<file path="config.mk">
export PLATFORM = sky130hd
export DESIGN_NAME = uvs_cordic_cell
export DESIGN_NICKNAME = d
export VERILOG_FILES = /design/src/rtl/assert_macros.svh /design/src/rtl/uvs_pkg.sv /design/src/rtl/uvs_cordic_cell.sv
export SDC_FILE = /design/constraint.sdc
export NUM_CORES = 1
export LEC_CHECK = 0
export BUFFER_PORTS_ARGS = -buffer_cell sky130_fd_sc_hd__buf_2
export CORE_MARGIN = 1
export CORE_UTILIZATION = 51
export DETAILED_ROUTE_END_ITERATION = 6
export GPL_ROUTABILITY_DRIVEN = 0
export PLACE_DENSITY = 0.77
export SLEW_MARGIN = 10
export SYNTH_ARGS = -nofsm -noshare
export SYNTH_HDL_FRONTEND = slang
export SYNTH_SLANG_ARGS = --single-unit
</file>
<file path="constraint.sdc">
create_clock -name clock -period 3.3 [get_ports clock]
set_input_delay 0 -clock clock [delete_from_list [all_inputs] [get_ports clock]]
set_output_delay 0 -clock clock [all_outputs]
set_load 0.03 [all_outputs]
</file>
<file path="src/rtl/assert_macros.svh">
// Assertion macros for the RTL of the sphere vertex block.
// Expects signals named clock and reset in the including scope.
`ifndef ASSERT_MACROS_SVH
`define ASSERT_MACROS_SVH

// Same-cycle implication, ignored while reset is high.
`define UVS_ASSERT_IMPLY(label, ante, cons, msg) \
   label: assert property (@(posedge clock) disable iff (reset) (ante) |-> (cons)) \
      else $error(msg);

// Next-cycle implication, ignored while reset is high.
`define UVS_ASSERT_NEXT(label, ante, cons, msg) \
   label: assert property (@(posedge clock) disable iff (reset) (ante) |=> (cons)) \
      else $error(msg);

`endif

</file>
<file path="src/rtl/uvs_pkg.sv">
// Package of the UV-sphere vertex block: widths, register codes, CORDIC tables.
// No dependencies; every other file of the block but assert_macros.svh imports it.
`timescale 1ns / 1ps
`default_nettype none

package uvs_pkg;

   localparam int MAX_DIVISIONS_DEF = 64;
   localparam int CORDIC_STAGES_DEF = 16;

   localparam int IDX_W      = 7;
   localparam int CNT_REG_W  = 7;
   localparam int RADIUS_W   = 16;
   localparam int POS_W      = 17;
   localparam int TEX_W      = 17;
   localparam int TEX_FRAC   = 16;
   localparam int ANGLE_BITS = 24;
   localparam int QUO_W      = ANGLE_BITS + 1;
   localparam int CORDIC_W   = 33;
   localparam int ATAN_LEN   = 24;
   localparam int HALF_PI_W  = 31;

   localparam int CSR_ADDR_W = 2;
   localparam int CSR_DATA_W = 16;

   localparam logic [CNT_REG_W-1:0] SLICE_COUNT_RST   = 7'd32;
   localparam logic [CNT_REG_W-1:0] STACK_COUNT_RST   = 7'd32;
   localparam logic [RADIUS_W-1:0]  SPHERE_RADIUS_RST = 16'd8192;

   localparam logic signed [CORDIC_W-1:0] CORDIC_GAIN = 33'sd652032874;
   localparam logic [HALF_PI_W-1:0]       HALF_PI_Q30 = 31'd1686629713;
   localparam logic [TEX_W-1:0]           TEX_ONE     = 17'd65536;

   typedef enum logic [CSR_ADDR_W-1:0] {
      CSR_SLICE_COUNT   = 2'd0,
      CSR_STACK_COUNT   = 2'd1,
      CSR_SPHERE_RADIUS = 2'd2
   } csr_index_type;

   typedef enum logic [1:0] {
      QUAD_FIRST  = 2'd0,
      QUAD_SECOND = 2'd1,
      QUAD_THIRD  = 2'd2,
      QUAD_FOURTH = 2'd3
   } quad_type;

   // Arctangent of 2^-stage in Q30, rounded to nearest.
   function automatic logic signed [CORDIC_W-1:0] atan_q30(input int unsigned stage);
      logic signed [CORDIC_W-1:0] v;
      case (stage)
         0:  v = 33'sd843314857;
         1:  v = 33'sd497837829;
         2:  v = 33'sd263043837;
         3:  v = 33'sd133525159;
         4:  v = 33'sd67021687;
         5:  v = 33'sd33543516;
         6:  v = 33'sd16775851;
         7:  v = 33'sd8388437;
         8:  v = 33'sd4194283;
         9:  v = 33'sd2097149;
         10: v = 33'sd1048576;
         11: v = 33'sd524288;
         12: v = 33'sd262144;
         13: v = 33'sd131072;
         14: v = 33'sd65536;
         15: v = 33'sd32768;
         16: v = 33'sd16384;
         17: v = 33'sd8192;
         18: v = 33'sd4096;
         19: v = 33'sd2048;
         20: v = 33'sd1024;
         21: v = 33'sd512;
         22: v = 33'sd256;
         23: v = 33'sd128;
         default: v = '0;
      endcase
      return v;
   endfunction

endpackage

`default_nettype wire

</file>
<file path="src/rtl/uvs_cordic_cell.sv">
// One CORDIC rotation cell in Q30, carrying the quadrant and a side tag along.
// Depends on uvs_pkg for the arctangent table and widths.
`timescale 1ns / 1ps
`default_nettype none

module uvs_cordic_cell
   import uvs_pkg::*;
#(
   parameter int STAGE = 0
) (
   input  logic                       clock,
   input  logic                       en,
   input  logic signed [CORDIC_W-1:0] prev_x,
   input  logic signed [CORDIC_W-1:0] prev_y,
   input  logic signed [CORDIC_W-1:0] prev_z,
   input  quad_type                   prev_quad,
   input  logic [TEX_W-1:0]           prev_tag,
   output logic signed [CORDIC_W-1:0] x,
   output logic signed [CORDIC_W-1:0] y,
   output logic signed [CORDIC_W-1:0] z,
   output quad_type                   quad,
   output logic [TEX_W-1:0]           tag
);

   logic signed [CORDIC_W-1:0] x_ff, x_in;
   logic signed [CORDIC_W-1:0] y_ff, y_in;
   logic signed [CORDIC_W-1:0] z_ff, z_in;
   quad_type                   quad_ff;
   logic [TEX_W-1:0]           tag_ff;
   logic signed [CORDIC_W-1:0] dx;
   logic signed [CORDIC_W-1:0] dy;
   logic signed [CORDIC_W-1:0] step_angle;

   always_comb begin
      dx         = prev_y >>> STAGE;
      dy         = prev_x >>> STAGE;
      step_angle = atan_q30(STAGE);
      // rotate towards zero residual angle
      if (!prev_z[CORDIC_W-1]) begin
         x_in = prev_x - dx;
         y_in = prev_y + dy;
         z_in = prev_z - step_angle;
      end else begin
         x_in = prev_x + dx;
         y_in = prev_y - dy;
         z_in = prev_z + step_angle;
      end
   end

   always_ff @(posedge clock) begin
      if (en) begin
         x_ff    <= x_in;
         y_ff    <= y_in;
         z_ff    <= z_in;
         quad_ff <= prev_quad;
         tag_ff  <= prev_tag;
      end
   end

   assign x    = x_ff;
   assign y    = y_ff;
   assign z    = z_ff;
   assign quad = quad_ff;
   assign tag  = tag_ff;

endmodule

`default_nettype wire

</file>
==> impl_metrics.py <==
metrics = {
    "floorplan": {
        "fp.dieH_um": 147.0,
        "initial_core_util_pct": 52.51,
        "die_x_um": 147.0,
        "io_pins": 238,
        "core-area_um2": 20430,
        "std_cell_rows": 52,
        "die_area_um2": 21620,
    },
    "yosys": {
        "synth_xor_area_share_pct": 7.348,
        "yosys.area_share.simple_pct": 11.29,
        "synthesis.area_um2": 10730,
        "ys_types": 72,
        "synth_adder_area_share_pct": 16.49,
        "synth.yosys.seq_area_share_pct": 32.75,
        "synth_nets": 1453,
        "avgSynthCellArea_um2": 8.985,
        "synthCells": 1194,
        "ys_seq_elements": 117,
        "ys_warn_count": 0,
        "ys.flop_type": "edfxtp_1",
        "synth_top_family_by_area": "compound AO/OA/AOI/OAI gates",
        "synth_mux_area_share_pct": 1.400,
        "synth_edf_count": 117,
        "ys_async_sr_fraction_pct": 0,
        "synth-compound-area-share_pct": 25.11,
    },
    "routing": {
        "drtIter0Drc": 1119,
        "num_vias": 10394,
        "drc": 0,
        "vias_per_cell": 5.994,
        "wire_per_inst_um": 18.03,
        "drtAntennaViolNets": 0,
        "totalWireLength_um": 31260,
        "firstDrtPassIters": 6,
    },
    "clock_network": {
        "tritoncts": "built",
        "cts_buffer_depth": 2,
        "clock-sinks": 117,
        "htreeDepth": 4,
        "cts_root_buffer": "clkbuf_16",
        "cts_buffers": 17,
        "path_clk_slew_ps": 60,
    },
    "final_layout": {
        "fin_cells": 1734,
        "postLayoutCellArea_um2": 13110,
        "final_cell_mix": "236 x buf_2, 139 x a21oi_1, 135 x ha_1",
        "area_delta_synth_final_pct": 22.16,
        "diodes": 0,
        "finalNetCount": 1710,
        "drive_gt1_share_pct": 21.65,
        "final_common_cell": "buf_2",
        "post-route-util_pct": 64.15,
    },
    "power_and_ir_drop": {
        "max-vdd-ir-drop_mv": 0.3219,
        "total_power_mw": 6.291,
        "p_per_area_nw_per_um2": 480.0,
        "leakagePower_nw": 5.964,
    },
    "timing": {
        "setup_ws_ps": 122.4,
        "setup_viol": 0,
        "finalCriticalPeriod_ps": 3178,
        "max_freq_mhz": 314.7,
        "min_period_over_period_pct": 96.29,
        "slew_headroom_pct": 44.03,
        "rsz0062_at_grt": "false",
        "hold_viol_final": 0,
        "slew_violations": 0,
        "setup_tns_ps": 0,
        "tightest_slew_ps": 839.5,
        "fin_hold_ws_ps": 40.60,
    },
    "placement": {
        "postPlaceCellArea_um2": 12290,
        "port_buffers": 237,
        "dp_hpwl_um": 23790,
        "dpl.cell_count": 1681,
        "place_ws_ps": 184.4,
    },
    "setup_path": {
        "arrival_ps": 3340,
        "critPathMaxFanout": 4,
        "path_class": "in2reg",
        "crit_chain": "dlygate4sd3_1 > buf_2 > ha_1 > fa_1 > nor2b_1 > o211ai_1 > o2bb2ai_1 > o31a_1 > o211ai_1 > a21o_1 > o31a_1 > a21oi_1 > xnor2_1",
        "cp_data_required_time_ps": 3460,
        "cp-end-kind": "register",
        "slowest_stage": "dlygate4sd3_1",
        "cp_slowest_stage_delay_ps": 520,
        "cp-start-kind": "input pin",
    },
    "outcome": {
        "status": "finished clean",
    },
    "global_route": {
        "grt_pass1_vias": 9750,
        "gr-usage-all-layers_pct": 28.72,
        "antenna_found_initial": 0,
        "overflow": 0,
        "grt_start_max_net_pins": 62,
        "grt_pass1_wl_um": 49530,
    },
    "worst_hold_path": {
        "min-delay-path-class": "in2reg",
    },
    "flow_run": {
        "drv_cap": 0,
    },
}
## metal layers
metal	track usage (%)	routed length [um]	vias up
met3	4.441	2690	103
met5	0	0	-
met4	11.19	1059	0
met2	47.63	14470	601
li1	-	-	4880
met1	37.64	13040	4810
## sequential cells by signal, summed over array words and instances, names as in the netlist
register and cells:
quad 2, tag 17, x 32, y 33
z 33
## cells by family after synthesis
kind of cell               Yosys count
muxes                               15
adders and majority gates          139
DFF                                117
xor gates and xnor gates            90
buffers and inverters              157
AOI/OAI and AO/OA                  418
and+or+nand+nor                    258
## report_power, final
| group | internal (mW) | switching [mW] | leakage (nW) |
|---|---|---|---|
| sequential | 1.94 | 0.0555 | 1.15 |
| combinational | 0.813 | 1.56 | 4.52 |
| clock | 1.13 | 0.783 | 0.296 |
## area by class of cell
class	instances	area (um2)
well taps	270	337.8
clock buffers	17	425.4
flip-flops and latches	117	3513
clock inverters	15	171.4
multi-input cells	920	6619
repair buffers	288	1637
fillers	1749	7325
inverters	107	401.6
## critical path, delay by kind of cell
kind                     cells  cell delay (ps)
buffers and inverters        2              660
AO/OA/AOI/OAI                7             1770
AND/OR/NAND/NOR              1              180
XOR/XNOR                     1              100
adder cells (fa/ha/maj)      2              620
## final timing paths
check	to	cells after the start	from	slack, ps
worst min-delay path	y[32]$_DFFE_PP_	3	prev_y[32]	40
worst max-delay path	x[30]$_DFFE_PP_	13	prev_y[0]	120
## cells in the mapped netlist, types with 10 or more instances
cell	instances	share of area, %
inv_1	98	3.4
nor2b_1	21	1.2
o21bai_1	21	1.5
nand2_1	65	2.3
nor4_1	13	0.76
nor3_1	22	1.0
nand4_1	13	0.76
o21a_1	12	0.84
mux2i_1	15	1.4
xor2_1	27	2.2
edfxtp_1	117	33
ha_1	135	16
a31oi_1	19	1.1
nand2b_1	12	0.70
o211ai_1	10	0.70
clkbuf_1	33	1.2
nor2_1	82	2.9
a21oi_1	139	6.5
a21o_1	35	2.4
a211oi_1	15	1.0
o31ai_1	16	1.1
o21ai_0	65	3.0
nand3_1	11	0.51
xnor2_1	63	5.1
o21ai_1	13	0.61
## what timing repair did
| action | 4_1_cts | 5_1_grt |
|---|---|---|
| gates resized for setup | 0 | 1 |
| endpoints found under the setup margin | 0 | 2 |
| setup buffers | 0 | 0 |
| hold buffers | 21 | 0 |
| hold endpoints to repair | 21 | 0 |
Power figures use the tool's default switching activity.
