### config.mk
export PLATFORM = sky130hd
export DESIGN_NAME = uvs_div_cell
export DESIGN_NICKNAME = d
export VERILOG_FILES = /design/src/rtl/assert_macros.svh /design/src/rtl/uvs_pkg.sv /design/src/rtl/uvs_div_cell.sv
export SDC_FILE = /design/constraint.sdc
export NUM_CORES = 1
export LEC_CHECK = 0
export BUFFER_PORTS_ARGS = -buffer_cell sky130_fd_sc_hd__buf_4
export CAP_MARGIN = 20
export CORE_UTILIZATION = 45
export DETAILED_ROUTE_END_ITERATION = 8
export MAX_ROUTING_LAYER = met4
export PLACE_DENSITY = 0.87
export SLEW_MARGIN = 20
export SYNTH_ARGS = -nofsm -noshare
export SYNTH_HDL_FRONTEND = slang
export SYNTH_SLANG_ARGS = --single-unit
export TNS_END_PERCENT = 10
### constraint.sdc
create_clock -name clock -period 4.35 [get_ports clock]
set_input_delay 0.87 -clock clock [delete_from_list [all_inputs] [get_ports clock]]
set_output_delay 0.87 -clock clock [all_outputs]
set_load 0.005 [all_outputs]
### src/rtl/assert_macros.svh
// Assertion macros for the RTL of the sphere vertex block.
// Expects signals named clock and reset in the including scope.
`ifndef ASSERT_MACROS_SVH
`define ASSERT_MACROS_SVH

// Same-cycle implication, ignored while reset is high.
`define UVS_ASSERT_IMPLY(label, ante, cons, msg) \
   label: assert property (@(posedge clock) disable iff (reset) (ante) |-> (cons)) \
      else $error(msg);

// Next-cycle implication, ignored while reset is high.
`define UVS_ASSERT_NEXT(label, ante, cons, msg) \
   label: assert property (@(posedge clock) disable iff (reset) (ante) |=> (cons)) \
      else $error(msg);

`endif

### src/rtl/uvs_pkg.sv
// Package of the UV-sphere vertex block: widths, register codes, CORDIC tables.
// No dependencies; every other file of the block but assert_macros.svh imports it.
`timescale 1ns / 1ps
`default_nettype none

package uvs_pkg;

   localparam int MAX_DIVISIONS_DEF = 64;
   localparam int CORDIC_STAGES_DEF = 16;

   localparam int IDX_W      = 7;
   localparam int CNT_REG_W  = 7;
   localparam int RADIUS_W   = 16;
   localparam int POS_W      = 17;
   localparam int TEX_W      = 17;
   localparam int TEX_FRAC   = 16;
   localparam int ANGLE_BITS = 24;
   localparam int QUO_W      = ANGLE_BITS + 1;
   localparam int CORDIC_W   = 33;
   localparam int ATAN_LEN   = 24;
   localparam int HALF_PI_W  = 31;

   localparam int CSR_ADDR_W = 2;
   localparam int CSR_DATA_W = 16;

   localparam logic [CNT_REG_W-1:0] SLICE_COUNT_RST   = 7'd32;
   localparam logic [CNT_REG_W-1:0] STACK_COUNT_RST   = 7'd32;
   localparam logic [RADIUS_W-1:0]  SPHERE_RADIUS_RST = 16'd8192;

   localparam logic signed [CORDIC_W-1:0] CORDIC_GAIN = 33'sd652032874;
   localparam logic [HALF_PI_W-1:0]       HALF_PI_Q30 = 31'd1686629713;
   localparam logic [TEX_W-1:0]           TEX_ONE     = 17'd65536;

   typedef enum logic [CSR_ADDR_W-1:0] {
      CSR_SLICE_COUNT   = 2'd0,
      CSR_STACK_COUNT   = 2'd1,
      CSR_SPHERE_RADIUS = 2'd2
   } csr_index_type;

   typedef enum logic [1:0] {
      QUAD_FIRST  = 2'd0,
      QUAD_SECOND = 2'd1,
      QUAD_THIRD  = 2'd2,
      QUAD_FOURTH = 2'd3
   } quad_type;

   // Arctangent of 2^-stage in Q30, rounded to nearest.
   function automatic logic signed [CORDIC_W-1:0] atan_q30(input int unsigned stage);
      logic signed [CORDIC_W-1:0] v;
      case (stage)
         0:  v = 33'sd843314857;
         1:  v = 33'sd497837829;
         2:  v = 33'sd263043837;
         3:  v = 33'sd133525159;
         4:  v = 33'sd67021687;
         5:  v = 33'sd33543516;
         6:  v = 33'sd16775851;
         7:  v = 33'sd8388437;
         8:  v = 33'sd4194283;
         9:  v = 33'sd2097149;
         10: v = 33'sd1048576;
         11: v = 33'sd524288;
         12: v = 33'sd262144;
         13: v = 33'sd131072;
         14: v = 33'sd65536;
         15: v = 33'sd32768;
         16: v = 33'sd16384;
         17: v = 33'sd8192;
         18: v = 33'sd4096;
         19: v = 33'sd2048;
         20: v = 33'sd1024;
         21: v = 33'sd512;
         22: v = 33'sd256;
         23: v = 33'sd128;
         default: v = '0;
      endcase
      return v;
   endfunction

endpackage

`default_nettype wire

### src/rtl/uvs_div_cell.sv
// One restoring long-division cell: produces one fraction bit of index/count
// when ACTIVE. Depends on uvs_pkg; instantiated in a row by the top level.
`timescale 1ns / 1ps
`default_nettype none

module uvs_div_cell
   import uvs_pkg::*;
#(
   parameter int CNT_W  = 7,
   parameter int STEP   = 1,
   parameter bit ACTIVE = 1'b1
) (
   input  logic             clock,
   input  logic             en,
   input  logic [CNT_W-1:0] divisor,
   input  logic [CNT_W-1:0] half,
   input  logic [CNT_W-1:0] prev_rem,
   input  logic [QUO_W-1:0] prev_quo,
   input  logic [TEX_W-1:0] prev_tex,
   output logic [CNT_W-1:0] rem,
   output logic [QUO_W-1:0] quo,
   output logic [TEX_W-1:0] tex
);

   logic [CNT_W-1:0] rem_ff, rem_in;
   logic [QUO_W-1:0] quo_ff, quo_in;
   logic [TEX_W-1:0] tex_ff, tex_in;
   logic [CNT_W:0]   rem2;
   logic [CNT_W:0]   diff;
   logic             ge;
   logic             round_up;

   always_comb begin
      rem2 = {prev_rem, 1'b0};
      ge   = rem2 >= {1'b0, divisor};
      diff = rem2 - {1'b0, divisor};
      if (ACTIVE) begin
         rem_in = ge ? diff[CNT_W-1:0] : rem2[CNT_W-1:0];
         quo_in = {prev_quo[QUO_W-2:0], ge};
      end else begin
         rem_in = prev_rem;
         quo_in = prev_quo;
      end
      // round half up: bump when remainder plus half a count reaches the count
      round_up = ({1'b0, rem_in} + {1'b0, half}) >= {1'b0, divisor};
      if (STEP == TEX_FRAC) begin
         tex_in = quo_in[TEX_W-1:0] + TEX_W'(round_up);
      end else begin
         tex_in = prev_tex;
      end
   end

   always_ff @(posedge clock) begin
      if (en) begin
         rem_ff <= rem_in;
         quo_ff <= quo_in;
         tex_ff <= tex_in;
      end
   end

   assign rem = rem_ff;
   assign quo = quo_ff;
   assign tex = tex_ff;

endmodule

`default_nettype wire

==> key figures <==
Outcome
  • Status: finished, final reports clean

Clocking
  • # Post-CTS Setup Buffers: 0
  • Clk sink count: 49
  • Max Root-Sink Buffers: 2
  • CTS tree: built
  • CTS root buf: clkbuf_8
  • Post-CTS Resized: 0
  • Hold buffers post-CTS: 0
  • Clk slew on worst S/H paths: 0.08 ns
  • Htree depth: 2
  • TritonCTS buffer count: 5

Power and ir drop
  • Max IR drop VDD: 0.000141 V
  • Power share of the clock group: 0.245
  • Switching Share: 0.213
  • Pwr dens: 349 nW/µm²
  • Power share of the sequential group: 0.577
  • Static Leak: 1.24 nW
  • Sw Pwr: 0.214 mW
  • Comb pwr share: 0.178
  • Internal power: 0.790 mW
  • Total power: 1.00 mW

Timing
  • Min Tclk post-route: 2.82 ns
  • F_max: 355 MHz
  • Worst relative slew slack: 0.587
  • Fin. max-slew vios: 0
  • Worst Hold Slack: 0.750 ns
  • Crit share post-route: 0.647
  • Setup violations, final: 0
  • Final Hold Vio Count: 0
  • RSZ-0062 raised after global routing: no
  • Final TNS setup: 0 ns
  • Least-Margin Pin Slew: 0.619 ns
  • Slack of the critical path: 1.53 ns

Cells and area
  • Final Util: 0.703
  • Final Instance Area: 2870 µm²
  • Area Growth Syn to Fin: 47.9%
  • Post-route insts no fill: 273
  • Final nets: 295
  • Layout cells sized above 1: 0.538
  • Ant. Diodes: 0

Critical path
  • CP arrival: 2.86 ns
  • Worst Path Max Fanout: 8
  • Kind of critical path: in2reg
  • Critical Path End Type: flop
  • Worst Path Required: 4.39 ns
  • CP Launch Type: primary input

Placed design
  • Dpl cells: 265
  • Place WS: 1.19 ns
  • Final Wtd Congestion: 0.831
  • PortBufs: 105
  • HPWL Detailed: 3140 µm
  • DP Area: 2790 µm²

Route
  • Final ANT Viol Nets: 0
  • Post-DR vias/cell: 4.89
  • # DRC: 0
  • Routed WL per cell: 14.9 µm
  • Final WL: 4080 µm
  • Vias: 1,334
  • DRT Pass-1 Iters: 4
  • Drt initial violations: 131

Global routing
  • Total track usage: 0.184
  • Vias in the first global route: 1,162
  • First-pass GRT wire length: 5640 µm
  • Antenna violations before repair: 0
  • Overflow after GRT: 0
  • Largest net degree at the start of global routing: 50

Floorplanning
  • Die Y: 67.7 µm
  • Cell row count: 23
  • Core region area: 4090 µm²
  • Die area: 4580 µm²
  • Die X: 67.7 µm
  • Ports: 114
  • Initial core utilization: 0.476

Logic synthesis
  • Post-synth top area share: 0.757
  • #FFs+latches synth: 49
  • Register area share after synthesis: 0.757
  • Syn_area_per_cell: 17.7 µm²
  • Post-Syn Instances: 110
  • Syn. warnings: 0
  • Unique masters post-synth: 28
  • Top post-synthesis cells by area: edfxtp_1 76%, ha_1 4.5%, mux2_2 2.9%, inv_1 2.3%, a2111oi_4 1.4%
  • Leading area contributor after synthesis: edfxtp_1
  • Post-Syn Area: 1940 µm²
  • Syn_nets: 183

Min path
  • Worst Hold Class: in2reg
  • Worst hold stages: 1
  • Hold_sp: prev_quo[12]
  • Endpoint, Worst Hold: quo[13]$_DFFE_PP_

Job
  • Max_cap viols: 0
[final cells by class]
cell class	instances	area, µm²
multi-input cells	49	427
flip-flops and latches	49	1470
clock buffers	8	80.1
fillers	297	1210
well taps	50	62.6
repair buffers	105	788
inverters	12	45.0
[Yosys cell counts (all sizes together)]
cell,n
a21o,2
mux2,5
xor2,1
o21ai,4
inv,12
edfxtp,49
nor2,5
nor2b,1
a211oi,3
a21boi,1
fa,1
xnor2,1
nand4b,1
a2111oi,2
nand2b,2
nor3,1
nor3b,1
nand2,2
o211ai,1
mux2i,1
o2111ai,1
or3b,3
nand3b,1
ha,7
o221ai,1
a21oi,1
[registers in the layout, indices dropped and copies added, names as in the netlist]
signal,count
tex,17
rem,7
quo,25
[power groups by stage]
| stage | registers [mW] | logic (mW) | clock network [mW] |
|---|---|---|---|
| final | 0.579 | 0.179 | 0.246 |
| after global routing | 0.583 | 0.195 | 0.271 |
| after CTS | 0.580 | 0.181 | 0.252 |
| after detailed placement | 0.591 | 0.180 | 0 |
| after global placement | 0.588 | 0.175 | 0 |
| after floorplan | 0.595 | 0.0538 | 0 |
[routing by layer]
layer  part of all wire  vias up  global-route usage
met2               0.48       76               0.301
li1                   -      641                   -
met1               0.38      610               0.206
met4              0.016        0              0.0798
met3               0.12        7              0.0574
met5                  0        -                   -
[kinds of logic after synthesis]
logic type,after synthesis,synth area share
flip-flops,49,0.757
AND/OR/NAND/NOR,17,0.0515
adder cells (fa/ha/maj),8,0.0554
AO/OA/AOI/OAI,16,0.0695
buffers and inverters,12,0.0232
XOR/XNOR,2,0.00902
multiplexers,6,0.0341
[critical path: stages]
cell and delay, ns:
buf_4 0.09, inv_1 0.07, fa_1 0.52, o21ai_2 0.16, a211oi_1 0.11, a2111oi_4 0.63
mux2_2 0.41
[layout by cell type (no fill, tap or decap)]
cell,n
a2111oi_0,1
a2111oi_4,1
a211oi_1,3
a21boi_0,1
a21o_1,2
a21oi_1,1
buf_4,105
clkbuf_1,3
clkbuf_8,5
edfxtp_1,49
fa_1,1
ha_1,7
inv_1,12
mux2_2,5
mux2i_1,1
nand2_1,2
nand2b_1,2
nand3b_1,1
nand4b_1,1
nor2_1,5
nor2b_1,1
nor3_1,1
nor3b_1,1
o2111ai_1,1
o211ai_1,1
o21ai_0,3
o21ai_2,1
o221ai_1,1
or3b_2,3
xnor2_1,1
xor2_1,1
[worst max-delay path by stage]
stage	startpoint	to	slack [ns]	depth (start not counted)
finish	divisor[0]	rem[3]$_DFFE_PP_	1.53	7
global route	divisor[0]	rem[3]$_DFFE_PP_	1.42	7
CTS	divisor[0]	rem[3]$_DFFE_PP_	1.51	7
detailed placement	divisor[0]	rem[3]$_DFFE_PP_	1.19	7
global placement	divisor[0]	rem[4]$_DFFE_PP_	1.22	7
floorplan	divisor[1]	rem[1]$_DFFE_PP_	1.54	7
Note: power is estimated with default switching activity, not from simulation.
